==> config.mk <==
export PLATFORM = sky130hd
export DESIGN_NAME = vuv_front
export DESIGN_NICKNAME = d
export VERILOG_FILES = /design/src/vuv_pkg.sv /design/src/vuv_front.sv
export SDC_FILE = /design/constraint.sdc
export NUM_CORES = 2
export LEC_CHECK = 0
export BUFFER_PORTS_ARGS = -buffer_cell sky130_fd_sc_hd__buf_2
export CORE_ASPECT_RATIO = 0.8
export CORE_MARGIN = 4
export CORE_UTILIZATION = 40
export DETAILED_ROUTE_END_ITERATION = 12
export SYNTH_ARGS = -nofsm -noshare
export SYNTH_HDL_FRONTEND = slang
export SYNTH_SLANG_ARGS = --single-unit
==> constraint.sdc <==
create_clock -name i_clk -period 10.5 [get_ports i_clk]
set_input_delay 2.625 -clock i_clk [delete_from_list [all_inputs] [get_ports i_clk]]
set_output_delay 2.625 -clock i_clk [all_outputs]
set_load 0.03 [all_outputs]
==> src/vuv_pkg.sv <==
// Shared types and constants of the vertex and UV pair indexer.
package vuv_pkg;

    // One face corner as it travels from the input port to the probe unit.
    typedef struct packed {
        logic               group_start;
        logic [15:0]        vertex_index;
        logic signed [16:0] uv_index;
    } t_corner;

    // Hash mixing constant, split into its low and high words.
    localparam logic [31:0] HASH_MUL_LO = 32'h7F4A7C15;
    localparam logic [31:0] HASH_MUL_HI = 32'h9E3779B9;
    localparam int          HASH_SHIFT  = 29;
    localparam int          HV_LSB      = 16;
    localparam int          HV_W        = 48;

    // Slot reduction for table sizes that are not a power of two: the hash is folded in
    // twelve bits at a time, each fold a reciprocal multiplication and a multiply-subtract.
    localparam int DIGIT_W   = 12;
    localparam int DIGIT_CNT = HV_W / DIGIT_W;
    localparam int CNT_W     = $clog2(DIGIT_CNT);

    // Table entry layout and result widths.
    localparam int EPOCH_W     = 8;
    localparam int KEY_W       = 33;
    localparam int OUT_INDEX_W = 12;
    localparam int UV_SIZE_W   = 17;

    // Register index decoded from the word address of the configuration port.
    localparam logic REG_UV_TABLE_SIZE = 1'b0;

    typedef enum logic [2:0] {
        FR_IDLE,
        FR_MUL_HI,
        FR_MIX,
        FR_MOD,
        FR_SUB,
        FR_PUSH
    } t_front_state;

    typedef enum logic [1:0] {
        BK_SWEEP,
        BK_IDLE,
        BK_ISSUE,
        BK_CHECK
    } t_back_state;

endpackage

==> src/vuv_front.sv <==
// Front end: accepts corners, hashes the pair key and hands the start slot on.
module vuv_front #(
    parameter int HASH_SLOTS = 8192,
    parameter int SLOT_W     = 13
) (
    input  logic                  i_clk,
    input  logic                  i_rst_n,
    input  logic                  i_enable,
    input  logic                  i_in_valid,
    output logic                  o_in_stall,
    input  vuv_pkg::t_corner      i_corner,
    input  logic                  i_fifo_full,
    output logic                  o_push,
    output vuv_pkg::t_corner      o_push_corner,
    output logic [SLOT_W-1:0]     o_push_slot
);
    import vuv_pkg::*;

    localparam bit SLOTS_POW2 = (HASH_SLOTS == (1 << SLOT_W));
    // Partial dividend width, reciprocal shift and rounded-up reciprocal of the table size.
    localparam int          RED_N = SLOT_W + DIGIT_W;
    localparam int          RED_S = RED_N + SLOT_W;
    localparam logic [63:0] RED_R = ((64'd1 << RED_S) + 64'(HASH_SLOTS) - 64'd1) /
                                    64'(HASH_SLOTS);

    t_front_state        r_state, n_state;
    t_corner             r_corner, n_corner;
    logic [63:0]         r_p0, n_p0;
    logic [31:0]         r_p1, n_p1;
    logic [HV_W-1:0]     r_hv, n_hv;
    logic [SLOT_W-1:0]   r_rem, n_rem;
    logic [CNT_W-1:0]    r_cnt, n_cnt;
    logic [31:0]         r_q, n_q;

    logic [31:0]         mul_a, mul_b;
    logic [63:0]         mul_p;
    logic [31:0]         mix_hi;
    logic [63:0]         mix_h, mix_x;
    logic [HV_W-1:0]     hv;
    logic [RED_N-1:0]    red_t, red_r;
    logic                accept;

    // One shared 32 by 32 multiplier, used on the accept cycle, the cycle after and
    // by the slot reduction.
    assign mul_p = 64'(mul_a) * 64'(mul_b);

    // Finish the 64-bit product and apply the xor-shift mix.
    assign mix_hi = r_p0[63:32] + r_p1 + (r_corner.vertex_index[15] ? HASH_MUL_LO : 32'd0);
    assign mix_h  = {mix_hi, r_p0[31:0]};
    assign mix_x  = mix_h ^ (mix_h >> HASH_SHIFT);
    assign hv     = mix_x[HV_LSB +: HV_W];

    // Running remainder with the next twelve hash bits appended, and what is left of it
    // once the quotient times the table size is taken away.
    assign red_t = {r_rem, r_hv[HV_W-1 -: DIGIT_W]};
    assign red_r = red_t - RED_N'(mul_p);

    assign o_in_stall    = !((r_state == FR_IDLE) && i_enable);
    assign accept        = i_in_valid && !o_in_stall;
    assign o_push_corner = r_corner;

    // Next state and datapath control.
    always_comb begin
        n_state     = r_state;
        n_corner    = r_corner;
        n_p0        = r_p0;
        n_p1        = r_p1;
        n_hv        = r_hv;
        n_rem       = r_rem;
        n_cnt       = r_cnt;
        n_q         = r_q;
        o_push      = 1'b0;
        o_push_slot = r_rem;
        mul_a       = {r_corner.vertex_index[14:0], r_corner.uv_index};
        mul_b       = HASH_MUL_HI;
        unique case (r_state)
            FR_IDLE: begin
                mul_a = {i_corner.vertex_index[14:0], i_corner.uv_index};
                mul_b = HASH_MUL_LO;
                if (accept) begin
                    n_corner = i_corner;
                    n_p0     = mul_p;
                    n_state  = FR_MUL_HI;
                end
            end
            FR_MUL_HI: begin
                n_p1    = mul_p[31:0];
                n_state = FR_MIX;
            end
            FR_MIX: begin
                if (SLOTS_POW2) begin
                    o_push_slot = hv[SLOT_W-1:0];
                    if (!i_fifo_full) begin
                        o_push  = 1'b1;
                        n_state = FR_IDLE;
                    end else begin
                        n_rem   = hv[SLOT_W-1:0];
                        n_state = FR_PUSH;
                    end
                end else begin
                    n_hv    = hv;
                    n_rem   = '0;
                    n_cnt   = '0;
                    n_state = FR_MOD;
                end
            end
            FR_MOD: begin
                // Quotient of the partial dividend by the reciprocal multiplication.
                mul_a   = 32'(red_t);
                mul_b   = 32'(RED_R);
                n_q     = 32'(mul_p >> RED_S);
                n_state = FR_SUB;
            end
            FR_SUB: begin
                // Take the quotient times the table size away and move to the next bits.
                mul_a = r_q;
                mul_b = 32'(HASH_SLOTS);
                n_rem = red_r[SLOT_W-1:0];
                n_hv  = r_hv << DIGIT_W;
                n_cnt = r_cnt + CNT_W'(1);
                if (r_cnt == CNT_W'(DIGIT_CNT - 1)) begin
                    n_state = FR_PUSH;
                end else begin
                    n_state = FR_MOD;
                end
            end
            FR_PUSH: begin
                if (!i_fifo_full) begin
                    o_push  = 1'b1;
                    n_state = FR_IDLE;
                end
            end
            default: begin
                n_state = FR_IDLE;
            end
        endcase
    end

    // State register.
    always_ff @(posedge i_clk) begin
        if (!i_rst_n) begin
            r_state <= FR_IDLE;
        end else begin
            r_state <= n_state;
        end
    end

    // Datapath registers.
    always_ff @(posedge i_clk) begin
        r_corner <= n_corner;
        r_p0     <= n_p0;
        r_p1     <= n_p1;
        r_hv     <= n_hv;
        r_rem    <= n_rem;
        r_cnt    <= n_cnt;
        r_q      <= n_q;
    end

endmodule

## After elaboration in Yosys (flattened, before gate mapping)

Index checks and enable logic that the tools add are counted.

| cells by class | value |
|---|---|
| add/sub/neg operators | 4 |
| bitwise operators | 1 |
| eq/ne operators | 9 |
| reductions and logical operators | 9 |
| multiply operators | 1 |
| muxes and demuxes | 13 |

Operators by type and width:

| kind | number |
|---|---|
| $pmux 32 s3 | 2 |
| $mul 32x32->64 | 1 |
| $add 26x26->26 | 2 |
| $xor 29x29->29 | 1 |
| $mux 13 | 2 |
| $mux 26 | 1 |
| $pmux 13 s2 | 1 |
| $pmux 3 s6 | 1 |
| $sub 13x13->13 | 1 |
| $mux 3 | 4 |
| $eq 3x2->1 const B | 2 |
| $eq 3x3->1 const B | 2 |
| $ne 2x2->1 const B | 3 |
| $reduce_and 2->1 | 3 |
| $eq 3x1->1 const B | 1 |
| $logic_not 3->1 | 1 |
| $add 2x1->2 const B | 1 |
| $eq 2x2->1 const B | 1 |
| $logic_and 1x1->1 | 2 |
| $mux 1 | 2 |
| $reduce_bool 2->1 | 1 |
| $reduce_or 2->1 | 1 |
| $logic_not 1->1 | 1 |

| storage, ports and cells | value |
|---|---|
| register bits | 162 |
| bits of input ports | 39 |
| word-level logic and storage cells | 46 |
| output and inout port bits | 49 |

## Depth between registers and ports, before layout

| depth | value |
|---|---|
| word-level depth | 5 |
| mapped depth | 38 |
| depth with buffers taken out | 34 |

## Worst setup path before layout

Ideal clock, no wire load.

| path | value |
|---|---|
| path kind | in2reg |
| start point | in i_corner[24] (netlist name) |
| end point | reg r_q[20] (data pin) |
| stages on the path | 31 |
| data arrival time | 9.557 ns |
| library setup time | 0.259 ns |
| slack | 0.684 ns |
| buffers on the path | 1 |
| cells stage by stage | nand2_1 -> nand3_1 -> and2_1 -> inv_1 -> fa_1 -> inv_1 -> fa_1 -> inv_1 -> fa_1 -> inv_1 -> fa_1 -> inv_1 -> fa_1 -> inv_1 -> fa_1 -> fa_1 -> inv_1 -> fa_1 -> inv_1 -> ha_1 -> clkbuf_1 -> and4_1 -> nand3_1 -> o21ai_0 -> a21oi_1 -> o21ai_0 -> a21oi_2 -> or2_1 -> a311oi_2 -> a31oi_1 -> xnor2_1 |

| between the ends | value |
|---|---|
| cells in the longest elaborated chain, start to end | 2 |

RTL lines:

| item | RTL line | source |
|---|---|---|
| from (decl) | vuv_front.sv:11 | `input vuv_pkg::t_corner i_corner,` |
| $pmux 32 s3 | vuv_front.sv:76 | `unique case (r_state)` |
| $mul 32x32->64 | vuv_front.sv:45 | `assign mul_p = 64'(mul_a) * 64'(mul_b);` |
| via mul_p[58] | vuv_front.sv:36 | `logic [63:0] mul_p;` |
| to (signal assigned) | vuv_front.sv:156 | `r_q <= n_q;` |
| to (decl) | vuv_front.sv:33 | `logic [31:0] r_q, n_q;` |

The timed path passes the listed nets, and every way through them passes these cells.
A chain may end at the register's enable or synchronous reset.

## Final worst setup path

| path | value |
|---|---|
| start point | in i_corner[17] (netlist name) |
| end point | reg r_q[25] (data pin) |

Same word-level chain as after synthesis.

==> results.toml <==
[run_status]
outcome = "complete, no violations"

[sta]
hold_viol = 0
rsz0062_at_grt = "no"
finalCriticalPeriod_ns = 10.02
post-route-period-util_pct = 95.4
worst_pin_slew_ns = 1.08
maxSlewHeadroom_pct = 27.8
final-max-slew-violation-count = 0
fmax_mhz = 99.8
holdWs_ns = 0.546
setup_viol = 0
fin_skew_ns = 0.0371
setup-tns-final_ns = 0

[logic_synthesis]
synth-seq-cells = 143
synth_edf_count = 140
synthTopCellsByCount = "inv_1 (918), fa_1 (745), ha_1 (443)"
synth_area_mm2 = 0.0327
avgSynthCellArea_um2 = 10.7
yosysTopAreaCell = "fa_1"
async_flop_share_pct = 0
synth_cell_type_count = 74
synth_nets = 4276
ys.warnings.count = 0
yosysMostFrequentCell = "inv_1"
synth_top_area_share_pct = 45.6
syn_inst = 3049
ys_seq_area_share_pct = 13.0
synth-main-ff-cell = "edfxtp_1"
synth_area_leaders = "fa_1 (46%), ha_1 (17%), edfxtp_1 (13%)"

[floorplan]
dieWidth_um = 328
rows = 93
io_pins = 88
coreArea_mm2 = 0.0808
die_y_um = 264
start_util_pct = 40.5
dieArea_mm2 = 0.0865

[routing]
vias = 22200
routed_via_density = 5.08
wirelength_um = 109000
routedWlPerCell_um = 25.0
antenna_left = 0
first_pass_iters = 5
drtIter0Drc = 2158
drc_errors = 0

[clock_tree]
root_buffer = "clkbuf_16"
cts_buffer_depth = 2
cts_tree = "done"
path_clk_slew_ns = 0.08
clock_latency_ns = 0.52
cts-resized-gates = 0
post-cts-setup-buffers = 0
cts_sinks = 143
cts_buffers = 17
cts_htree_levels = 4
hold_buffers = 0

[worst_hold_path]
hold_class = "reg2reg"
min_from = "r_cnt[1]"

[critical_path]
critical_path_class = "in2reg"
worstPathRequired_ns = 10.75
worstSetupStartpoint = "i_corner[17]"
rr_startpoint = "r_state[2]"
critPathMaxFanout = 5
cp-end-kind = "flip-flop"
crit_arrival_ns = 10.27
worst_setup_path_start_kind = "input pin"

[final_layout]
fin_util_pct = 44.7
drive_above_1_share_pct = 8.84
n_antenna_cell = 0
fin_nets = 4482
syn_to_final_growth_pct = 10.2

[place]
io_buffer_count = 87
gp_congestion = 1.02
hpwl_um = 97600

[grt]
grt_pass1_wl_um = 162000
grt_max_degree = 63
antenna_found_initial = 0
grt_overflow = 0
grt_pass1_vias = 23600
gr-usage-all-layers_pct = 26.1

[run]
drv_cap = 0
-- through the flow --
stage / instances / area [um2] / worst slack (ns)
detailed placement: 4328 / 35400 / 0.0596
floorplan: 3049 / 32700 / 0.684
finish: 4360 / 36100 / 0.479
global placement: 4328 / 35400 / 0.0948
CTS: 4360 / 36100 / 0.548
global route: 4360 / 36100 / 0.201
-- placed cells by master (no fill, tap or decap), types with 13 or more instances in the layout --
cell,count
a21o_1,39
a21oi_1,119
and2_1,20
buf_2,87
buf_4,130
clkbuf_16,17
edfxtp_1,140
fa_1,745
ha_1,443
inv_1,918
nand2_1,195
nand3_1,20
nor2_1,59
o21ai_0,46
or2_2,13
xnor2_1,71
xor2_1,28
-- logic make-up after synthesis --
group                      count (synthesis)  synth area share, %
adders and majority gates               1188                 62.5
xor gates and xnor gates                  99                 2.65
and+or+nand+nor                          379                 5.31
muxes                                      2               0.0650
buffers and inverters                    951                 10.9
AOI/OAI and AO/OA                        287                 5.51
DFF                                      143                 13.0
-- sequential cells by signal, indices dropped and copies added (netlist names) --
register,cells
r_p0,39
o_push_corner,34
r_p1,26
r_q,26
r_rem,13
r_state,3
r_cnt,2
-- critical path: stages --
cell	delay, ns
buf_2	0.09
nand2_1	0.13
nand3_1	0.18
and2_1	0.28
inv_1	0.19
buf_4	0.20
fa_1	0.52
fa_1	0.49
fa_1	0.47
fa_1	0.55
inv_1	0.06
fa_1	0.57
fa_1	0.44
fa_1	0.61
fa_1	0.46
ha_1	0.35
a21oi_1	0.20
o21bai_1	0.08
a21o_1	0.20
a221oi_1	0.24
o21ai_0	0.17
a211oi_1	0.30
buf_4	0.20
o21a_1	0.17
o21ai_1	0.13
a41oi_1	0.27
xnor2_1	0.10
-- path summary, 6_finish.rpt --
path         cells after the start  slack, ns       end
max                             27       0.48   r_q[25]
min                              1       0.55  r_cnt[1]
max reg2reg                     29       0.82  r_p0[54]
min reg2reg                      1       0.55  r_cnt[1]
-- layer usage --
| layer | up-vias | GRT usage (%) | wire (um) |
|---|---|---|---|
| li1 | 9698 | - | - |
| met1 | 11400 | 39.0 | 49300 |
| met2 | 977 | 36.2 | 44400 |
| met3 | 122 | 9.33 | 12900 |
| met4 | 0 | 5.93 | 2350 |
| met5 | - | 0 | 0 |
-- area by class of cell --
cell class / instances / area [um2]
Fill cell: 7756 / 44700
Multi-Input combinational cell: 1955 / 24900
Sequential cell: 143 / 4260
Inverter: 919 / 3450
Timing Repair Buffer: 219 / 1450
Tap cell: 1092 / 1370
Clock buffer: 17 / 425
Clock inverter: 15 / 193
Power is left out: the tool's default activity adds up to more than one toggle a clock period on the data nets, which glitch-free logic cannot reach.
