$ cat config.mk
export PLATFORM = sky130hd
export DESIGN_NAME = vuv_fifo
export DESIGN_NICKNAME = d
export VERILOG_FILES = /design/src/vuv_fifo.sv
export SDC_FILE = /design/constraint.sdc
export NUM_CORES = 1
export LEC_CHECK = 0
export BUFFER_PORTS_ARGS = -buffer_cell sky130_fd_sc_hd__clkbuf_2
export CAP_MARGIN = 20
export CORE_MARGIN = 1.5
export CORE_UTILIZATION = 45
export DETAILED_ROUTE_END_ITERATION = 10
export PLACE_DENSITY = 0.75
export SYNTH_ARGS = -nofsm -noshare
export SYNTH_HDL_FRONTEND = slang
export SYNTH_SLANG_ARGS = --single-unit
$ cat constraint.sdc
create_clock -name i_clk -period 4.1 [get_ports i_clk]
set_input_delay 0.82 -clock i_clk [delete_from_list [all_inputs] [get_ports i_clk]]
set_output_delay 0.82 -clock i_clk [all_outputs]
set_load 0.005 [all_outputs]
$ cat src/vuv_fifo.sv
// Two-entry queue that decouples the hash front end from the probe unit.
module vuv_fifo #(
    parameter int W = 47
) (
    input  logic          i_clk,
    input  logic          i_rst_n,
    input  logic          i_push,
    input  logic [W-1:0]  i_data,
    output logic          o_full,
    input  logic          i_pop,
    output logic [W-1:0]  o_data,
    output logic          o_empty
);
    logic [W-1:0] r_mem [2];
    logic         r_wr_ptr, r_rd_ptr;
    logic [1:0]   r_count;

    assign o_full  = (r_count == 2'd2);
    assign o_empty = (r_count == 2'd0);
    assign o_data  = r_mem[r_rd_ptr];

    // Pointers and fill level.
    always_ff @(posedge i_clk) begin
        if (!i_rst_n) begin
            r_wr_ptr <= 1'b0;
            r_rd_ptr <= 1'b0;
            r_count  <= 2'd0;
        end else begin
            if (i_push) begin
                r_wr_ptr <= !r_wr_ptr;
            end
            if (i_pop) begin
                r_rd_ptr <= !r_rd_ptr;
            end
            r_count <= r_count + {1'b0, i_push} - {1'b0, i_pop};
        end
    end

    // Entry storage.
    always_ff @(posedge i_clk) begin
        if (i_push) begin
            r_mem[r_wr_ptr] <= i_data;
        end
    end

endmodule

## Word-level counts from Yosys, hierarchy flattened

Memories as Yosys holds them, arrays and structs flattened. A register that Yosys moved wholly into a read port is not among the register bits.
Index checks and enable logic that the tools add are counted.

- Input port bits: 51
- Register bits: 4
- Memory bits (writable): 94
- Word-level logic and storage cells: 14
- Memories: 1

Memories:

| name | depth | width | read ports | clocked after Yosys merged registers in | write ports | RTL line | RTL |
|---|---|---|---|---|---|---|---|
| r_mem | 2 | 47 | 1 | 1 | 1 | 14 | `logic [W-1:0] r_mem [2];` |

- Multiplexer cells: 4
- Reductions and logical operators: 3
- Equal/unequal tests: 1
- Add/sub/neg operators: 2

Operator list:

| cell | count |
|---|---|
| $mux 1 | 4 |
| $add 2x1->2 | 1 |
| $eq 2x2->1 const B | 1 |
| $logic_not 1->1 | 2 |
| $logic_not 2->1 | 1 |
| $sub 2x1->2 | 1 |

## Depth between registers and ports, before layout

Gate-level depths: netlist of the first run.

- Word-level depth: 3
- Gate-level depth with buffers: 6
- Mapped depth without buffers: 6

## Least setup slack after synthesis of the first run

Ideal clock, no wire load.

- Kind: input-to-reg
- Start point: input i_push
- End point: memory r_mem[0][0], enable pin
- Required time: 3.642 ns
- Arrival: 2.939 ns
- Path slack: 0.702 ns
- Stages on the path: 1
- Library setup time: 0.458 ns
- Cell sequence: nor2b_1

- Longest elaborated chain between the ends: 2

Ends and longest elaborated chain:

| element | RTL line | RTL |
|---|---|---|
| start: declaration | 7 | `input logic i_push,` |
| $mux 1 | 41 | `if (i_push) begin` |
| $mux 1 (not written as such) | 42 | `r_mem[r_wr_ptr] <= i_data;` |
| end: declaration | 14 |  |

No other way between the ends.

==> results.ini, run 1 <==
[worst_setup_path]
cp.required_ns = 3.28
r2r-start = r_wr_ptr$_SDFFE_PN0P_
critPathKind = reg -> out
end_kind = primary output
path_max_fanout = 24
worst_setup_path_start_kind = register
critPathBufInv = 2
cp_slowest_cell = dfxtp_2
arrival_ns = 2.08
crit_family = flip-flops
crit_chain = buf_4 -> mux2_2 -> clkbuf_2
slowest_delay_ns = 0.77

[clocking]
cts_tree = built
hold_buffers = 0
cts_root_buffer = clkbuf_8
post-cts-setup-buffer-count = 0
clkTransAtPathRegs_ns = 0.09
cts_made_buffers = 9
cts-resized-gates = 0
clockBufferDepth = 2
htree_levels = 3
clk_latency_ns = 0.35
cts_sinks = 99

[job]
max_cap_viol_count = 0

[power_and_ir_drop]
power.total_mw = 2.14
p_per_area_nw_per_um2 = 465
power_leakage_nw = 1.83
peakVddDrop_v = 0.000246

[synth]
synth_top_area_share_pct = 75.5
yosys_register_bits = 99
ys_seq_area_share_pct = 78.2
syn_nets = 220
ys_types = 14
synth_warnings = 0
synthTopCellsByArea = edfxtp_1 (75%), mux2_4 (12%), mux2_2 (5.1%)
syn_inst = 167
syn_area_per_cell_um2 = 22.4
yosys.area.top_type = edfxtp_1
mappedNetlistArea_um2 = 3740

[grt]
busiest_layer = met2
grt_usage_pct = 13.7
grt_max_degree = 28
grt_pass1_wl_um = 8840
antenna_found_initial = 0
use_met2_pct = 23.1
grt_use_met3_pct = 3.56
met1_usage_pct = 15.9
grt_pass1_vias = 1867
grt_overflow = 0

[sta]
period_share_pct = 70.7
timing.final.crit_period_ns = 2.90
setup_viol = 0
setup_tns_ns = 0
timing.slew.headroom_pct = 54.0
clock.fmax_mhz = 345
layout_setup_ws_ns = 1.20
rsz0062_at_grt = false
worstMarginPinSlew_ns = 0.689
fin_skew_ns = 0.00601
slew_viol_final = 0
hold_viol = 0

[floorplanning]
core_area_um2 = 8130
ioPinCount = 100
fp.dieW_um = 94.2
die_y_um = 94.2
initial_core_util_pct = 46.0
die_area_um2 = 8870
rows = 33

[drt]
drtIter0Drc = 80
drc = 0
wirelength_um = 5620
postRouteAntennaNets = 0
vias = 1801
wire_per_inst_um = 14.6
vias_per_cell = 4.67
firstDrtPassIters = 4

[finish]
diodes = 0
final_common_cell = clkbuf_2
finalNonFillerCells = 386
area.growth.synth_to_final_pct = 23.3
multi_input_area_um2 = 768
final_cell_mix = clkbuf_2 (99), edfxtp_1 (94), mux2_4 (30)
fill_cells = 642
drive_above_1_share_pct = 59.8
regArea_um2 = 2920
layout.nets = 329

[placed_design]
post-place-ws_ns = 1.55
placed_cells = 370
port_buffers = 99
hpwl_um = 3840
gp_congestion = 0.669

[hold_path]
min_from = r_rd_ptr$_SDFFE_PN0P_
hold_path_class = reg -> reg

[run_status]
status = finished clean

power breakdown:
group,switching (mW),internal (mW),total [mW]
logic,0.0948,0.138,0.233
registers,0.0261,1.17,1.19
clock network,0.313,0.406,0.719
total,0.434,1.71,2.14
routing by layer:
layer,vias to the layer above,wire (um)
met5,-,0
met4,0,108
met3,10,353
met2,62,2910
met1,863,2250
li1,866,-
cells by family (layout without fill, tap and decap cells):
| family | Yosys count | in the layout | synth area share [%] |
|---|---|---|---|
| AO/OA/AOI/OAI | 1 | 1 | 0.201 |
| XOR/XNOR | 2 | 2 | 0.836 |
| multiplexers | 47 | 47 | 17.2 |
| AND/OR/NAND/NOR | 9 | 9 | 1.44 |
| buffers and inverters | 7 | 121 | 1.54 |
| adder cells (fa/ha/maj) | 2 | 2 | 0.669 |
| flip-flops | 99 | 99 | 78.2 |
registers in the layout, summed over array words and instances, names as in the netlist, named ones only:
signal / cells
r_count: 2
r_mem: 94
r_wr_ptr: 1
r_rd_ptr: 1
synthesized netlist by cell type:
cell type and instances:
and2_1 4, buf_2 1, buf_6 4, dfxtp_1 5, edfxtp_1 94, ha_1 2, inv_1 2, mux2_2 17
mux2_4 30, nor2_1 1, nor2b_1 4, o21a_1 1, xnor3_1 1, xor2_1 1
final timing paths:
| path | endpoint | slack, ns | cells past startpoint |
|---|---|---|---|
| worst max-delay path | o_data[4] | 1.20 | 3 |
| worst min-delay path | register | 0.60 | 2 |
| worst max register to register | r_mem[0][39]$_DFFE_PP_ | 2.41 | 2 |
| worst min register to register | register | 0.60 | 2 |
stage by stage:
stage / utilization, % / hold slack [ns] / instance area (um2)
after CTS: 56.7 / 0.604 / 4610
after global routing: 56.7 / 0.613 / 4610
after detailed placement: 53.7 / 0.575 / 4370
after floorplan: - / 0.555 / 3740
after global placement: 53.5 / 0.565 / 4350
final: 56.7 / 0.598 / 4610
layout make-up:
| type | count | area share (%) |
|---|---|---|
| inverters | 2 | 0.163 |
| flip-flops and latches | 99 | 63.4 |
| clock buffers | 10 | 2.77 |
| well taps | 105 | 2.85 |
| repair buffers | 103 | 11.7 |
| multi-input cells | 61 | 16.7 |
| clock inverters | 6 | 2.47 |
worst reg2reg max path: cells and delay by family, from the launching register on:
| family | cells | cell delay [ns] |
|---|---|---|
| and+or+nand+nor | 1 | 0.56 |
| DFF | 1 | 0.34 |
| buffers and inverters | 1 | 0.44 |
No activity file was read; power rests on OpenSTA's default activity.
==> run 2, diff against run 1 <==
--- a/config.mk
+++ b/config.mk
@@ -5,6 +5,7 @@
 export SDC_FILE = /design/constraint.sdc
 export NUM_CORES = 1
 export LEC_CHECK = 0
+export ABC_AREA = 1
 export BUFFER_PORTS_ARGS = -buffer_cell sky130_fd_sc_hd__clkbuf_2
 export CAP_MARGIN = 20
 export CORE_MARGIN = 1.5
==> constraint.sdc (replaced) <==
create_clock -name i_clk -period 2.96 [get_ports i_clk]
set_input_delay 0.592 -clock i_clk [delete_from_list [all_inputs] [get_ports i_clk]]
set_output_delay 0.592 -clock i_clk [all_outputs]
set_load 0.005 [all_outputs]
==> results.ini, run 2 <==
[finish]
reg_top3 = r_mem: 94 flops, r_count: 2 flops
fin_area_um2 = 4610  ; -0.11%
final_common_cell = clkbuf_2
area.growth.synth_to_final_pct = 23.2
final_cell_mix = clkbuf_2 (99), edfxtp_1 (94), mux2_4 (30)
diodes = 0  ; unchanged
largest_register_ffs = 94  ; unchanged
fill_cells = 649  ; +1.1%
layout.nets = 342  ; +4.0%
largest_register = r_mem
drive_above_1_share_pct = 57.5  ; -2.3 points
finalNonFillerCells = 399  ; +3.4%

[floorplanning]
core_area_um2 = 8130  ; unchanged
die_y_um = 94.2  ; unchanged
fp.dieW_um = 94.2  ; unchanged
ioPinCount = 100  ; unchanged
initial_core_util_pct = 46.0  ; unchanged
rows = 33  ; unchanged
die_area_um2 = 8870  ; unchanged

[placed_design]
placed_cell_area_um2 = 4390  ; +0.43%
hpwl_um = 4130  ; +7.5%
post-place-ws_ns = 0.970  ; -0.582 ns
placed_cells = 383  ; +3.5%
port_buffers = 99  ; unchanged
gp_congestion = 0.688  ; +2.8%

[sta]
rsz0062_at_grt = false
fin_skew_ns = 0.0105  ; +0.00448 ns
layout_setup_ws_ns = 0.710  ; -0.493 ns
period_share_pct = 76.0
timing.slew.headroom_pct = 54.0  ; +0.068 points
setup_viol = 0  ; unchanged
timing.final.crit_period_ns = 2.25
slew_viol_final = 0  ; unchanged
setup_tns_ns = 0  ; unchanged
clock.fmax_mhz = 444
worstMarginPinSlew_ns = 0.689  ; -0.000563 ns
hold_viol = 0  ; unchanged

[synth]
yosys-mux-area-fraction_pct = 17.2  ; unchanged
synth_edf_count = 94  ; unchanged
ys_top_cells_by_count = edfxtp_1 (94), mux2_4 (30), mux2_2 (17), nor2_1 (9), nand2_1 (8)
ys_types = 12  ; -2
synth_compound_area_share_pct = 0.134  ; -0.067 points
syn_inst = 179  ; +7.2%
yosys.area_share.simple_pct = 1.84  ; +0.40 points
synthArstFlopShare_pct = 0  ; unchanged
syn_nets = 232  ; +5.5%
ys_seq_area_share_pct = 78.2  ; unchanged
mappedNetlistArea_um2 = 3740  ; unchanged
synthXorXnorAreaFrac_pct = 0  ; -0.84 points
synth_top_area_share_pct = 75.5  ; unchanged
syn_area_per_cell_um2 = 20.9  ; -6.7%
ys.flop_type = edfxtp_1
synth_warnings = 0  ; unchanged
synth_top_family_by_area = multiplexers
synth.most_common_cell = edfxtp_1
synthTopCellsByArea = edfxtp_1 (75%), mux2_4 (12%), mux2_2 (5.1%)
yosys.area.top_type = edfxtp_1
synth-adder-area-share_pct = 0.669  ; unchanged
yosys_register_bits = 99  ; unchanged

[clocking]
cts_sinks = 99  ; unchanged
cts_tree = built
clkTransAtPathRegs_ns = 0.09  ; about the same
htree_levels = 3  ; unchanged
hold_buffers = 0  ; unchanged
post-cts-setup-buffer-count = 0  ; unchanged
cts_made_buffers = 9  ; unchanged
clk_latency_ns = 0.36  ; about the same
cts_root_buffer = clkbuf_8
cts-resized-gates = 0  ; unchanged
clockBufferDepth = 2  ; unchanged

[drt]
drc = 0  ; unchanged
vias = 1880  ; +4.4%
vias_per_cell = 4.71  ; +0.99%
drtIter0Drc = 72  ; -10%
wirelength_um = 5950  ; +5.8%
wire_per_inst_um = 14.9  ; +2.3%
postRouteAntennaNets = 0  ; unchanged
firstDrtPassIters = 4  ; unchanged

[grt]
grt_pass1_vias = 1819  ; -2.6%
grt_overflow = 0  ; unchanged
grt_usage_pct = 13.7  ; +0.098 points
grt_pass1_wl_um = 8610  ; -2.6%
grt_max_degree = 33  ; +18%
antenna_found_initial = 0  ; unchanged

[worst_setup_path]
worst_setup_path_start_kind = register
critPathKind = reg -> out
arrival_ns = 1.66  ; -0.42 ns
end_kind = primary output
cp.required_ns = 2.37  ; -0.91 ns
cp_slowest_cell = dfxtp_2
path_max_fanout = 11  ; -54%
crit_chain = buf_4 -> mux2_2 -> clkbuf_2
slowest_delay_ns = 0.54  ; -0.23 ns

[job]
max_cap_viol_count = 0  ; unchanged

[power_and_ir_drop]
power.total_mw = 2.85  ; +33%
peakVddDrop_v = 0.000247  ; +0.27%
power_leakage_nw = 1.86  ; +1.5%
p_per_area_nw_per_um2 = 620  ; +33%

[hold_path]
hold_path_class = in -> reg

[run_status]
status = finished clean

## run 2: changes by cell type in the layout (fill, tap and decap cells not counted), moves of 3 or more
cell and change:
and2_1 -3, inv_1 +4, nand2_1 +8, nor2_1 +7
nor2b_1 -3
## run 2: worst max-delay path: cells and delay by family (launching register included)
family	cells	cell delay, ns
muxes	1	0.35
buffers and inverters	2	0.41
DFF	1	0.54
## run 2: final cells by class
type / count / area [um2] / area share (%)
clock inverters: 6 / 90.1 / 1.96
inverters: 7 / 26.3 / 0.570
well taps: 105 / 131 / 2.85
flip-flops and latches: 99 / 2920 / 63.5
repair buffers: 104 / 558 / 12.1
multi-input cells: 68 / 748 / 16.2
clock buffers: 10 / 128 / 2.77
## run 2: through the flow
step | hold slack [ns] | util [%]
4_1_cts | 0.400 | 56.6
5_1_grt | 0.397 | 56.6
6_report | 0.420 | 56.6
3_3_place_gp | 0.479 | 53.9
3_5_place_dp | 0.490 | 53.9
2_1_floorplan | 0.463 | -
## run 2: cells by family after synthesis
kind of cell    after synthesis
fa+ha+maj                     2
flops                        99
compound gates                1
buf+inv                      12
simple gates                 18
mux                          47
## run 2: path summary, 6_finish.rpt
check	startpoint	to	slack, ns	depth (start not counted)
setup / recovery	register	o_data[4]	0.71	3
hold / removal	i_data[29]	r_mem[0][29]$_DFFE_PP_	0.42	1
setup reg to reg	r_wr_ptr$_SDFFE_PN0P_	r_mem[1][42]$_DFFE_PP_	1.34	3
hold reg to reg	r_rd_ptr$_SDFFE_PN0P_	register	0.51	2
## run 2: power by group
part	total [mW]	internal [mW]	leakage, nW	switching, mW
Sequential	1.64	1.62	0.924	0.0258
Clock	0.914	0.477	0.106	0.436
Combinational	0.297	0.162	0.829	0.135
## run 2: metal layers
metal	up-vias	routed length, um	global-route usage, %
li1	894	-	-
met1	918	2580	16.0
met2	59	2950	22.8
met3	9	307	3.72
met4	0	112	7.84
met5	-	0	0
